[config.mk]
export PLATFORM = sky130hd
export DESIGN_NAME = bus_voltage_fail_monitor_top
export DESIGN_NICKNAME = d
export VERILOG_FILES = /design/src/hw/rtl/bvfm_pkg.sv /design/src/hw/rtl/bvfm_scale.sv /design/src/hw/rtl/bus_voltage_fail_monitor_top.sv
export SDC_FILE = /design/constraint.sdc
export NUM_CORES = 1
export LEC_CHECK = 0
export BUFFER_PORTS_ARGS = -buffer_cell sky130_fd_sc_hd__buf_2
export CORE_ASPECT_RATIO = 1.1
export CORE_MARGIN = 5
export CORE_UTILIZATION = 35
export CTS_BUF_LIST = sky130_fd_sc_hd__clkbuf_8
export DETAILED_ROUTE_END_ITERATION = 8
export PLACE_DENSITY = 0.64
export SETUP_SLACK_MARGIN = 0.3
export SKIP_CTS_REPAIR_TIMING = 1
export SYNTH_ARGS = -nofsm -noshare
export SYNTH_HDL_FRONTEND = slang
export SYNTH_SLANG_ARGS = --single-unit
[constraint.sdc]
create_clock -name clk -period 4.7 [get_ports clk]
set_input_delay 0.94 -clock clk [delete_from_list [all_inputs] [get_ports clk]]
set_output_delay 0.94 -clock clk [all_outputs]
set_load 0.02 [all_outputs]
[src/hw/rtl/bvfm_pkg.sv]
// bvfm_pkg: shared widths, scaling constants, register indexes and the scaled-sample struct
// used by the bus voltage fail monitor; no dependencies
package bvfm_pkg;

    localparam int RAW_W  = 10;
    localparam int MV_W   = 12;
    localparam int TIME_W = 32;
    localparam int CNT_W  = 7;
    localparam int THR_W  = 12;
    localparam int DWELL_W = 16;

    // full adc code, the divisor of the millivolt scaling
    localparam int ADC_MAX_CODE = 1023;

    // floor(p / 1023) == (p * RECIP_M) >> RECIP_SHIFT for every p below 2^22
    localparam int RECIP_SHIFT = 32;
    localparam int RECIP_W     = 23;
    localparam logic [63:0] RECIP_FULL =
        ((64'd1 << RECIP_SHIFT) + 64'(ADC_MAX_CODE) - 64'd1) / 64'(ADC_MAX_CODE);
    localparam logic [RECIP_W-1:0] RECIP_M = RECIP_W'(RECIP_FULL);
    localparam int MUL_W = RECIP_SHIFT + MV_W;

    // configuration register indexes
    typedef enum logic [1:0] {
        CFG_FAIL_THR    = 2'd0,
        CFG_RETURN_THR  = 2'd1,
        CFG_FAIL_TIME   = 2'd2,
        CFG_RETURN_TIME = 2'd3
    } cfg_idx_t;

    // one sample after scaling, on its way to the tracking stage
    typedef struct packed {
        logic              valid;
        logic              used;
        logic [MV_W-1:0]   mv;
        logic [TIME_W-1:0] now;
    } scaled_t;

endpackage

[src/hw/rtl/bvfm_scale.sv]
// bvfm_scale: three-stage pipeline that qualifies a sample and scales it to mV
// depends on bvfm_pkg
module bvfm_scale
    import bvfm_pkg::*;
#(
    parameter int FULL_SCALE_MV = 3405
)
(
    input  logic              clk,
    input  logic              rst_n,
    input  logic              in_valid,
    output logic              in_ready,
    input  logic              conv_done,
    input  logic              conv_overrun,
    input  logic [RAW_W-1:0]  raw_sample,
    input  logic [TIME_W-1:0] now_ms,
    input  logic              down_ready,
    output scaled_t           scaled
);

    localparam int FS_W   = $clog2(FULL_SCALE_MV + 1);
    localparam int PROD_W = RAW_W + FS_W;
    localparam logic [FS_W-1:0] FULL_SCALE = FS_W'(FULL_SCALE_MV);

    logic              a_valid_reg;
    logic              a_used_reg;
    logic [RAW_W-1:0]  a_raw_reg;
    logic [TIME_W-1:0] a_now_reg;

    logic              b_valid_reg;
    logic              b_used_reg;
    logic [PROD_W-1:0] b_prod_reg;
    logic [TIME_W-1:0] b_now_reg;

    logic              c_valid_reg;
    logic              c_used_reg;
    logic [MV_W-1:0]   c_mv_reg;
    logic [TIME_W-1:0] c_now_reg;

    logic              adv_a;
    logic              adv_b;
    logic              adv_c;
    logic [PROD_W-1:0] b_prod_next;
    logic [MUL_W-1:0]  quot_full;
    logic [MV_W-1:0]   c_mv_next;

    // a stage moves when it is empty or its successor moves
    assign adv_c    = !c_valid_reg || down_ready;
    assign adv_b    = !b_valid_reg || adv_c;
    assign adv_a    = !a_valid_reg || adv_b;
    assign in_ready = adv_a;

    assign b_prod_next = {{FS_W{1'b0}}, a_raw_reg} * {{RAW_W{1'b0}}, FULL_SCALE};
    assign quot_full   = MUL_W'(b_prod_reg) * MUL_W'(RECIP_M);
    assign c_mv_next   = quot_full[MUL_W-1:RECIP_SHIFT];

    always_ff @(posedge clk or negedge rst_n)
    begin
        if (!rst_n)
        begin
            a_valid_reg <= 1'b0;
            b_valid_reg <= 1'b0;
            c_valid_reg <= 1'b0;
        end
        else
        begin
            if (adv_a)
            begin
                a_valid_reg <= in_valid;
            end
            if (adv_b)
            begin
                b_valid_reg <= a_valid_reg;
            end
            if (adv_c)
            begin
                c_valid_reg <= b_valid_reg;
            end
        end
    end

    always_ff @(posedge clk)
    begin
        if (adv_a)
        begin
            a_used_reg <= conv_done && !conv_overrun;
            a_raw_reg  <= raw_sample;
            a_now_reg  <= now_ms;
        end
        if (adv_b)
        begin
            b_used_reg <= a_used_reg;
            b_prod_reg <= b_prod_next;
            b_now_reg  <= a_now_reg;
        end
        if (adv_c)
        begin
            c_used_reg <= b_used_reg;
            c_mv_reg   <= c_mv_next;
            c_now_reg  <= b_now_reg;
        end
    end

    assign scaled.valid = c_valid_reg;
    assign scaled.used  = c_used_reg;
    assign scaled.mv    = c_mv_reg;
    assign scaled.now   = c_now_reg;

endmodule

[src/hw/rtl/bus_voltage_fail_monitor_top.sv]
// bus_voltage_fail_monitor_top: undervoltage detector with a running mean (each
// sample averaged with the last mean), hysteresis thresholds and dwell timers;
// depends on bvfm_pkg and bvfm_scale; a transaction passes the input, product and
//   quotient stages of bvfm_scale, then into the output register
// throughput: one transaction per cycle unless m_tready stalls; the mean, timers
//   and state update in the single output stage, so consecutive samples chain there each cycle
// reset: rst_n clears the pipeline, the mean, sample count, both timers and
//   the state (unknown), and loads the threshold and dwell registers with defaults
module bus_voltage_fail_monitor_top
    import bvfm_pkg::*;
#(
    parameter int WARMUP_SAMPLES = 100,
    parameter int FULL_SCALE_MV  = 3405
)
(
    input  logic        clk,
    input  logic        rst_n,
    // input stream
    input  logic        s_tvalid,
    output logic        s_tready,
    input  logic [47:0] s_tdata,   // raw_sample[9:0], now_ms[41:10], zero pad
    input  logic [1:0]  s_tuser,   // conv_done[0], conv_overrun[1]
    // result stream
    output logic        m_tvalid,
    input  logic        m_tready,
    output logic [23:0] m_tdata,   // sample_used[0], mean_mv[12:1], mean_valid[13],
                                   // bus_state[15:14], bus_failed[16],
                                   // fail_event[17], return_event[18], zero pad
    // configuration writes
    input  logic        cfg_we,
    input  logic [1:0]  cfg_index,
    input  logic [15:0] cfg_data
);

    typedef enum logic [1:0] {
        ST_UNKNOWN = 2'd0,
        ST_OK      = 2'd1,
        ST_FAILED  = 2'd2
    } mon_state_t;

    localparam logic [CNT_W-1:0] WARMUP = CNT_W'(WARMUP_SAMPLES);

    // configuration
    logic [THR_W-1:0]   fail_thr_reg;
    logic [THR_W-1:0]   return_thr_reg;
    logic [DWELL_W-1:0] fail_time_reg;
    logic [DWELL_W-1:0] return_time_reg;

    // tracking state
    logic [CNT_W-1:0]   count_reg;
    logic [MV_W-1:0]    mean_reg;
    logic [TIME_W-1:0]  low_since_reg;
    logic [TIME_W-1:0]  high_since_reg;
    mon_state_t         state_reg;

    logic [CNT_W-1:0]   count_next;
    logic [MV_W-1:0]    mean_next;
    logic [TIME_W-1:0]  low_since_next;
    logic [TIME_W-1:0]  high_since_next;
    mon_state_t         state_next;
    logic               fail_ev_next;
    logic               return_ev_next;

    // output register
    logic               m_tvalid_reg;
    logic               used_reg;
    logic [MV_W-1:0]    mean_mv_reg;
    logic               mean_valid_reg;
    mon_state_t         bus_state_reg;
    logic               bus_failed_reg;
    logic               fail_ev_reg;
    logic               return_ev_reg;

    scaled_t            scaled;
    logic               out_ready;
    logic               load_out;
    logic [MV_W:0]      mean_sum;
    logic [TIME_W-1:0]  low_elapsed;
    logic [TIME_W-1:0]  high_elapsed;

    // output register is free when empty or being drained this cycle
    assign out_ready = !m_tvalid_reg || m_tready;
    assign load_out  = scaled.valid && out_ready;

    bvfm_scale #(
        .FULL_SCALE_MV (FULL_SCALE_MV)
    ) u_scale (
        .clk          (clk),
        .rst_n        (rst_n),
        .in_valid     (s_tvalid),
        .in_ready     (s_tready),
        .conv_done    (s_tuser[0]),
        .conv_overrun (s_tuser[1]),
        .raw_sample   (s_tdata[9:0]),
        .now_ms       (s_tdata[41:10]),
        .down_ready   (out_ready),
        .scaled       (scaled)
    );

    assign mean_sum     = {1'b0, mean_reg} + {1'b0, scaled.mv};
    assign low_elapsed  = scaled.now - low_since_reg;
    assign high_elapsed = scaled.now - high_since_reg;

    // one sample's update of mean, warm-up count, dwell timers and state
    always_comb
    begin
        count_next      = count_reg;
        mean_next       = mean_reg;
        low_since_next  = low_since_reg;
        high_since_next = high_since_reg;
        state_next      = state_reg;
        fail_ev_next    = 1'b0;
        return_ev_next  = 1'b0;
        if (load_out && scaled.used)
        begin
            // first sample seeds the mean
            if (count_reg == '0)
            begin
                mean_next = scaled.mv;
            end
            else
            begin
                mean_next = mean_sum[MV_W:1];
            end
            if (count_reg < WARMUP)
            begin
                count_next = count_reg + 1'b1;
            end
            if (count_next >= WARMUP)
            begin
                if (mean_next <= fail_thr_reg)
                begin
                    high_since_next = '0;
                    // zero means not started; a stamp ahead of now means wrap
                    if (low_since_reg == '0 || scaled.now < low_since_reg)
                    begin
                        low_since_next = scaled.now;
                    end
                    else if (state_reg != ST_FAILED &&
                             {{(TIME_W-DWELL_W){1'b0}}, fail_time_reg} <= low_elapsed)
                    begin
                        state_next   = ST_FAILED;
                        fail_ev_next = 1'b1;
                    end
                end
                else if (mean_next > return_thr_reg)
                begin
                    low_since_next = '0;
                    if (high_since_reg == '0 || scaled.now < high_since_reg)
                    begin
                        high_since_next = scaled.now;
                    end
                    else if (state_reg != ST_OK &&
                             {{(TIME_W-DWELL_W){1'b0}}, return_time_reg} <= high_elapsed)
                    begin
                        // leaving unknown for ok is silent
                        return_ev_next = (state_reg != ST_UNKNOWN);
                        state_next     = ST_OK;
                    end
                end
            end
        end
    end

    always_ff @(posedge clk or negedge rst_n)
    begin
        if (!rst_n)
        begin
            fail_thr_reg    <= THR_W'(1903);
            return_thr_reg  <= THR_W'(1996);
            fail_time_reg   <= DWELL_W'(20);
            return_time_reg <= DWELL_W'(1500);
            count_reg       <= '0;
            mean_reg        <= '0;
            low_since_reg   <= '0;
            high_since_reg  <= '0;
            state_reg       <= ST_UNKNOWN;
            m_tvalid_reg    <= 1'b0;
            used_reg        <= 1'b0;
            mean_mv_reg     <= '0;
            mean_valid_reg  <= 1'b0;
            bus_state_reg   <= ST_UNKNOWN;
            bus_failed_reg  <= 1'b1;
            fail_ev_reg     <= 1'b0;
            return_ev_reg   <= 1'b0;
        end
        else
        begin
            if (cfg_we)
            begin
                case (cfg_idx_t'(cfg_index))
                    CFG_FAIL_THR:    fail_thr_reg    <= cfg_data[THR_W-1:0];
                    CFG_RETURN_THR:  return_thr_reg  <= cfg_data[THR_W-1:0];
                    CFG_FAIL_TIME:   fail_time_reg   <= cfg_data;
                    CFG_RETURN_TIME: return_time_reg <= cfg_data;
                    default:         ;
                endcase
            end

            count_reg      <= count_next;
            mean_reg       <= mean_next;
            low_since_reg  <= low_since_next;
            high_since_reg <= high_since_next;
            state_reg      <= state_next;

            if (load_out)
            begin
                m_tvalid_reg   <= 1'b1;
                used_reg       <= scaled.used;
                mean_mv_reg    <= mean_next;
                mean_valid_reg <= (count_next != '0);
                bus_state_reg  <= state_next;
                bus_failed_reg <= (state_next != ST_OK);
                fail_ev_reg    <= fail_ev_next;
                return_ev_reg  <= return_ev_next;
            end
            else if (m_tready)
            begin
                m_tvalid_reg <= 1'b0;
            end
        end
    end

    assign m_tvalid = m_tvalid_reg;
    assign m_tdata  = {5'b0, return_ev_reg, fail_ev_reg, bus_failed_reg, bus_state_reg,
                       mean_valid_reg, mean_mv_reg, used_reg};

    // a fail event always shows the failed state
    a_fail_event_state: assert property (@(posedge clk) disable iff (!rst_n)
        m_tvalid_reg && fail_ev_reg |-> bus_state_reg == ST_FAILED)
        else $error("fail event without failed state");

    // a return event always shows the ok state
    a_return_event_state: assert property (@(posedge clk) disable iff (!rst_n)
        m_tvalid_reg && return_ev_reg |-> bus_state_reg == ST_OK && !bus_failed_reg)
        else $error("return event without ok state");

    // a dropped sample never raises an event
    a_drop_no_event: assert property (@(posedge clk) disable iff (!rst_n)
        m_tvalid_reg && !used_reg |-> !fail_ev_reg && !return_ev_reg)
        else $error("event on dropped sample");

    // once a sample is taken the count never falls back to zero
    a_count_sticky: assert property (@(posedge clk) disable iff (!rst_n)
        count_reg != '0 |=> count_reg != '0)
        else $error("sample count returned to zero");

endmodule
==> impl_metrics.env, run 1 <==
export IMPL_ys_ff_latch=307
export IMPL_final_nets=2845
export IMPL_cts_tree="built"
export IMPL_outcome="complete, but fails checks"
export IMPL_antenna_found_initial=1
export IMPL_timing_fmax_mhz=204
export IMPL_ios=99
export IMPL_htreeDepth=2
export IMPL_rows=95
export IMPL_slowest_stage="fa_1"
export IMPL_wire_per_inst_um=18.0
export IMPL_clockBufferDepth=3
export IMPL_ys_top_cells_by_area="ha_1 20%, edfxtp_1 20%, dfrtp_1 16%"
export IMPL_setup_viol=42
export IMPL_cts_inserted_buffers=52
export IMPL_path_buf_inv=3
export IMPL_dpl_instance_area_sq_mm=0.0244
export IMPL_skew_ns=0.0320
export IMPL_clkTransAtPathRegs_ns=0.06
export IMPL_viasPerCell=5.11
export IMPL_powerDensity_mw_per_mm2=708
export IMPL_grtUsageTotal_pct=16.3
export IMPL_min_period_ns=4.91
export IMPL_grt_start_max_net_pins=100
export IMPL_syn2layout_area_growth_pct=24.7
export IMPL_path_class="flop to flop"
export IMPL_path_cells="ha_4 -> ha_4 -> inv_2 -> fa_1 -> inv_1 -> fa_1 -> ha_4 -> ha_4 -> ha_4 -> nand4_1 -> or3_4 -> a2111oi_4 -> a2111oi_4 -> o31ai_2 -> buf_4 -> a21oi_4 -> o21bai_4 -> nand4_1 -> xnor2_1"
export IMPL_start_util_pct=35.5
export IMPL_grt_pass1_vias=16756
export IMPL_cp_start_kind="flop"
export IMPL_place_gp_congestion=0.913
export IMPL_syn_inst=2096
export IMPL_drtIter0Drc=1073
export IMPL_slew_headroom_pct=22.5
export IMPL_firstDrtPassIters=6
export IMPL_grt_pass1_wl_um=88500
export IMPL_yosysUniqueCellTypes=87
export IMPL_ant_nets=0
export IMPL_holdWs_ns=0.395
export IMPL_worstMarginPinSlew_ns=1.16
export IMPL_cp_end_kind="flop"
export IMPL_dieArea_sq_mm=0.0673
export IMPL_cpPeakStageDelay_ns=0.49
export IMPL_critPathRequiredTime_ns=5.07
export IMPL_netlist_area_sq_mm=0.0218
export IMPL_yosys_warnings=0
export IMPL_die_w_um=248
export IMPL_grt_ovfl_total=0
export IMPL_synth_edf_count=143
export IMPL_leakage_uw=0.0124
export IMPL_portBuffers=87
export IMPL_async_flop_share_pct=53.4
export IMPL_drv_cap=0
export IMPL_cp_arrival_ns=5.28
export IMPL_core_area_sq_mm=0.0613
export IMPL_cts_root_buffer="clkbuf_8"
export IMPL_vias=16606
export IMPL_ir_drop_mv=0.503
export IMPL_synth_flop_cell="edfxtp_1"
export IMPL_synth_seq_area_share_pct=38.7
export IMPL_hold_path_class="primary input to asynchronous set/reset pin"
export IMPL_yosysTopAreaCellShare_pct=20.0
export IMPL_finalHoldViolCount=0
export IMPL_place_hpwl_um=44300
export IMPL_finalSetupTns_ns=-1.90
export IMPL_drc=0
export IMPL_wl_um=58300
export IMPL_violations="negative setup slack"
export IMPL_rsz0062_at_grt="true"
export IMPL_final_setup_worst_slack_ns=-0.206
export IMPL_slew_violations=0
export IMPL_clk_latency_ns=0.65
export IMPL_postSynthAreaPerCell_sq_um=10.4
export IMPL_path_max_fanout=3
export IMPL_synth_largest_area_cell="ha_1"
export IMPL_crit_top_cell="ha_4"
export IMPL_final_util_pct=44.2
export IMPL_totalPowerFinal_uw=19200
export IMPL_clock_sinks=307
export IMPL_die_y_um=272
export IMPL_period_share_pct=104
export IMPL_drive_gt1_share_pct=27.2
export IMPL_cp_top_family="adder cells"
export IMPL_fin_area_sq_mm=0.0271
-- layout by cell type (no fill, tap or decap), types with 47 or more instances in the layout --
cell type	count
nand2_1	160
edfxtp_1	143
ha_1	310
o21ai_1	52
nor2_1	76
o21ai_0	61
buf_2	86
mux2_2	51
dfrtp_1	138
buf_4	157
inv_1	229
a21oi_1	108
xnor2_1	47
clkbuf_8	60
-- logic make-up (layout without fill, tap and decap cells) --
family	after synthesis	after routing	share of synthesized area, %
multiplexers	59	59	3.01
AND/OR/NAND/NOR	505	506	11.6
flip-flops	307	307	38.7
other	1	6	0.0172
adder cells (fa/ha/maj)	393	393	24.2
XOR/XNOR	86	86	3.46
buffers and inverters	280	601	5.23
AO/OA/AOI/OAI	465	465	13.7
-- where the power goes --
group          internal [uW]  switching [uW]  leakage, uW
Sequential              3530             425      0.00336
Combinational           6150            6540      0.00838
Clock                   1390            1150     0.000638
-- area by class of cell --
cell class	count	area, sq um
Fill cell	5814	34200
Multi-Input combinational cell	1514	13500
Sequential cell	307	8430
Timing Repair Buffer	285	2250
Tap cell	824	1030
Clock buffer	60	826
Inverter	219	822
Clock inverter	37	277
Antenna cell	1	2.50
-- Yosys cell counts (all sizes together) (36+ instances only) --
library cell	instances
dfrtp	138
xor2	36
nand3b	36
mux2	52
inv	219
xnor2	50
fa	46
nand2	195
a21o	42
o21ai	143
nor2	81
edfxtp	143
a21oi	133
ha	347
-- metrics by stage --
step,setup WS [ns],instances
4_1_cts,-0.385,3201
3_3_place_gp,-0.291,3104
5_1_grt,-0.407,3247
2_1_floorplan,-0.0234,2100
6_report,-0.206,3247
3_5_place_dp,-0.318,3104
-- metal layers --
metal / wire length (um) / GRT usage [%] / vias to the layer above
met5: 0 / 0 / -
met4: 1550 / 4.51 / 0
met3: 2650 / 2.57 / 95
met2: 27600 / 26.8 / 372
met1: 26500 / 22.5 / 8069
li1: - / - / 8070
-- path summary, 6_finish.rpt --
kind,from,to,slack (ns),cells after the start
hold / removal,rst_n,high_since_reg[27],0.39,1
hold reg to reg,u_scale.a_now_reg[23],u_scale.b_now_reg[23],0.41,0
min in group clk,u_scale.a_now_reg[23],u_scale.b_now_reg[23],0.41,0
setup reg to reg,u_scale.b_prod_reg[19],u_scale.c_mv_reg[9],-0.21,19
max in group asynchronous,rst_n,bus_failed_reg,3.31,2
setup / recovery,u_scale.b_prod_reg[19],u_scale.c_mv_reg[9],-0.21,19
Power figures use the tool's default switching activity.
==> run 2: changes to the inputs <==
--- a/config.mk
+++ b/config.mk
@@ -11,7 +11,7 @@
 export CORE_UTILIZATION = 35
 export CTS_BUF_LIST = sky130_fd_sc_hd__clkbuf_8
 export DETAILED_ROUTE_END_ITERATION = 8
-export PLACE_DENSITY = 0.64
+export PLACE_DENSITY = 0.62
 export SETUP_SLACK_MARGIN = 0.3
 export SKIP_CTS_REPAIR_TIMING = 1
 export SYNTH_ARGS = -nofsm -noshare
==> constraint.sdc (replaced) <==
create_clock -name clk -period 5.8 [get_ports clk]
set_input_delay 1.16 -clock clk [delete_from_list [all_inputs] [get_ports clk]]
set_output_delay 1.16 -clock clk [all_outputs]
set_load 0.02 [all_outputs]
==> run 2 against run 1 <==
The flow now finishes without violations. Register-to-register slack improved by 0.75 ns. Flip-flop and latch count stayed put. Die area unchanged. Largest cell class unchanged.
==> impl_metrics.env, run 2 (synthesis results as in run 1) <==
export IMPL_min_period_ns=5.26
export IMPL_dp_cells=2987
export IMPL_start_util_pct=35.5
export IMPL_path_class="flop to flop"
export IMPL_finalHoldViolCount=0
export IMPL_wire_per_inst_um=17.2
export IMPL_r2r_start="u_scale.b_prod_reg[19]"
export IMPL_hold_path_class="flop to flop"
export IMPL_leakage_uw=0.0114
export IMPL_die_y_um=272
export IMPL_cts_root_buffer="clkbuf_8"
export IMPL_cp_start_kind="flop"
export IMPL_ir_drop_mv=0.322
export IMPL_worstHoldPathCells=0
export IMPL_path_max_fanout=3
export IMPL_dieArea_sq_mm=0.0673
export IMPL_instances_no_fill=3088
export IMPL_final_common_cell="ha_1"
export IMPL_die_w_um=248
export IMPL_ant_nets=0
export IMPL_syn2layout_area_growth_pct=12.9
export IMPL_period_share_pct=90.6
export IMPL_clockBufferDepth=3
export IMPL_min_delay_start="u_scale.a_now_reg[19]"
export IMPL_cts_inserted_buffers=51
export IMPL_worstMarginPinSlew_ns=1.11
export IMPL_clkTransAtPathRegs_ns=0.06
export IMPL_critPathRequiredTime_ns=6.15
export IMPL_finalSetupTns_ns=0
export IMPL_drtIter0Drc=972
export IMPL_wl_um=53300
export IMPL_grt_pass1_vias=16414
export IMPL_antenna_found_initial=1
export IMPL_grtUsageTotal_pct=15.8
export IMPL_slew_violations=0
export IMPL_firstDrtPassIters=5
export IMPL_portBuffers=87
export IMPL_grt_ovfl_total=0
export IMPL_cts_tree="built"
export IMPL_clk_latency_ns=0.63
export IMPL_ios=99
export IMPL_fin_area_sq_mm=0.0246
export IMPL_whs_endpoint="u_scale.b_now_reg[19]"
export IMPL_cp_end_kind="flop"
export IMPL_rr_endpoint="u_scale.c_mv_reg[9]"
export IMPL_clock_sinks=307
export IMPL_rsz0062_at_grt="false"
export IMPL_viasPerCell=5.11
export IMPL_vias=15769
export IMPL_ff2ff_setup_slack_ns=0.54
export IMPL_dpl_instance_area_sq_mm=0.0233
export IMPL_cp_arrival_ns=5.61
export IMPL_final_util_pct=40.1
export IMPL_rows=95
export IMPL_slew_headroom_pct=25.9
export IMPL_outcome="finished, final reports clean"
export IMPL_skew_ns=0.0366
export IMPL_timing_fmax_mhz=190
export IMPL_grt_start_max_net_pins=69
export IMPL_drc=0
export IMPL_drive_gt1_share_pct=14.5
export IMPL_rr_worst_depth=20
export IMPL_grt_pass1_wl_um=86400
export IMPL_place_hpwl_um=42600
export IMPL_place_gp_congestion=0.915
export IMPL_powerDensity_mw_per_mm2=549
export IMPL_setup_viol=0
export IMPL_mostFrequentLayoutCells="347 x ha_1, 229 x inv_1, 194 x nand2_1"
export IMPL_final_nets=2688
export IMPL_core_area_sq_mm=0.0613
export IMPL_drv_cap=0
export IMPL_htreeDepth=2
run 2: critical path, cell delays in order, from the launching register on:
cell	delay, ns
edfxtp_1	0.39
ha_1	0.22
ha_1	0.27
inv_1	0.05
fa_1	0.50
inv_1	0.05
fa_1	0.49
ha_1	0.31
ha_1	0.29
ha_1	0.30
nand4_1	0.12
or3_1	0.40
a2111oi_2	0.28
buf_4	0.19
a2111oi_4	0.08
o31ai_2	0.29
buf_4	0.17
a21oi_1	0.08
o21bai_1	0.23
nand4_1	0.14
xnor2_1	0.17
run 2: through the flow:
stage	hold WS [ns]	power (uW)	setup slack (ns)
after floorplan	0.400	8910	0.620
final	0.396	13500	0.544
after CTS	0.404	13500	0.156
after detailed placement	0.405	11200	0.176
after global placement	0.403	10900	0.124
after global routing	0.420	15000	0.294
run 2: final cells by class:
cell class                      count  area [sq um]
Clock buffer                       56           771
Tap cell                          824          1030
Multi-Input combinational cell   1513         12300
Antenna cell                        1          2.50
Inverter                          219           822
Timing Repair Buffer              130           802
Fill cell                        6055         36800
Sequential cell                   307          8430
Clock inverter                     38           419
run 2: worst max-delay path by stage:
stage,from,end,slack (ns),cells past startpoint
global route,u_scale.a_raw_reg[5],u_scale.b_prod_reg[21],0.29,17
floorplan,u_scale.b_prod_reg[19],u_scale.c_mv_reg[9],0.62,18
detailed placement,u_scale.b_prod_reg[10],u_scale.c_mv_reg[11],0.18,22
finish,u_scale.b_prod_reg[19],u_scale.c_mv_reg[9],0.54,20
global placement,u_scale.b_prod_reg[10],u_scale.c_mv_reg[11],0.12,22
CTS,u_scale.b_prod_reg[10],u_scale.c_mv_reg[11],0.16,22
run 2: per-layer routing:
metal  vias to the layer above  part of all wire (%)  GRT usage [%]
li1                       7770                     -              -
met1                      7613                    47           21.9
met2                       311                    46           25.6
met3                        75                   4.6           3.15
met4                         0                   2.2           3.87
met5                         -                     0              0
run 2: power breakdown:
| part | switching, uW | internal (uW) | leakage (uW) | total (uW) |
|---|---|---|---|---|
| logic | 4480 | 3600 | 0.00736 | 8080 |
| clock network | 906 | 1300 | 0.000638 | 2210 |
| registers | 346 | 2860 | 0.00336 | 3210 |
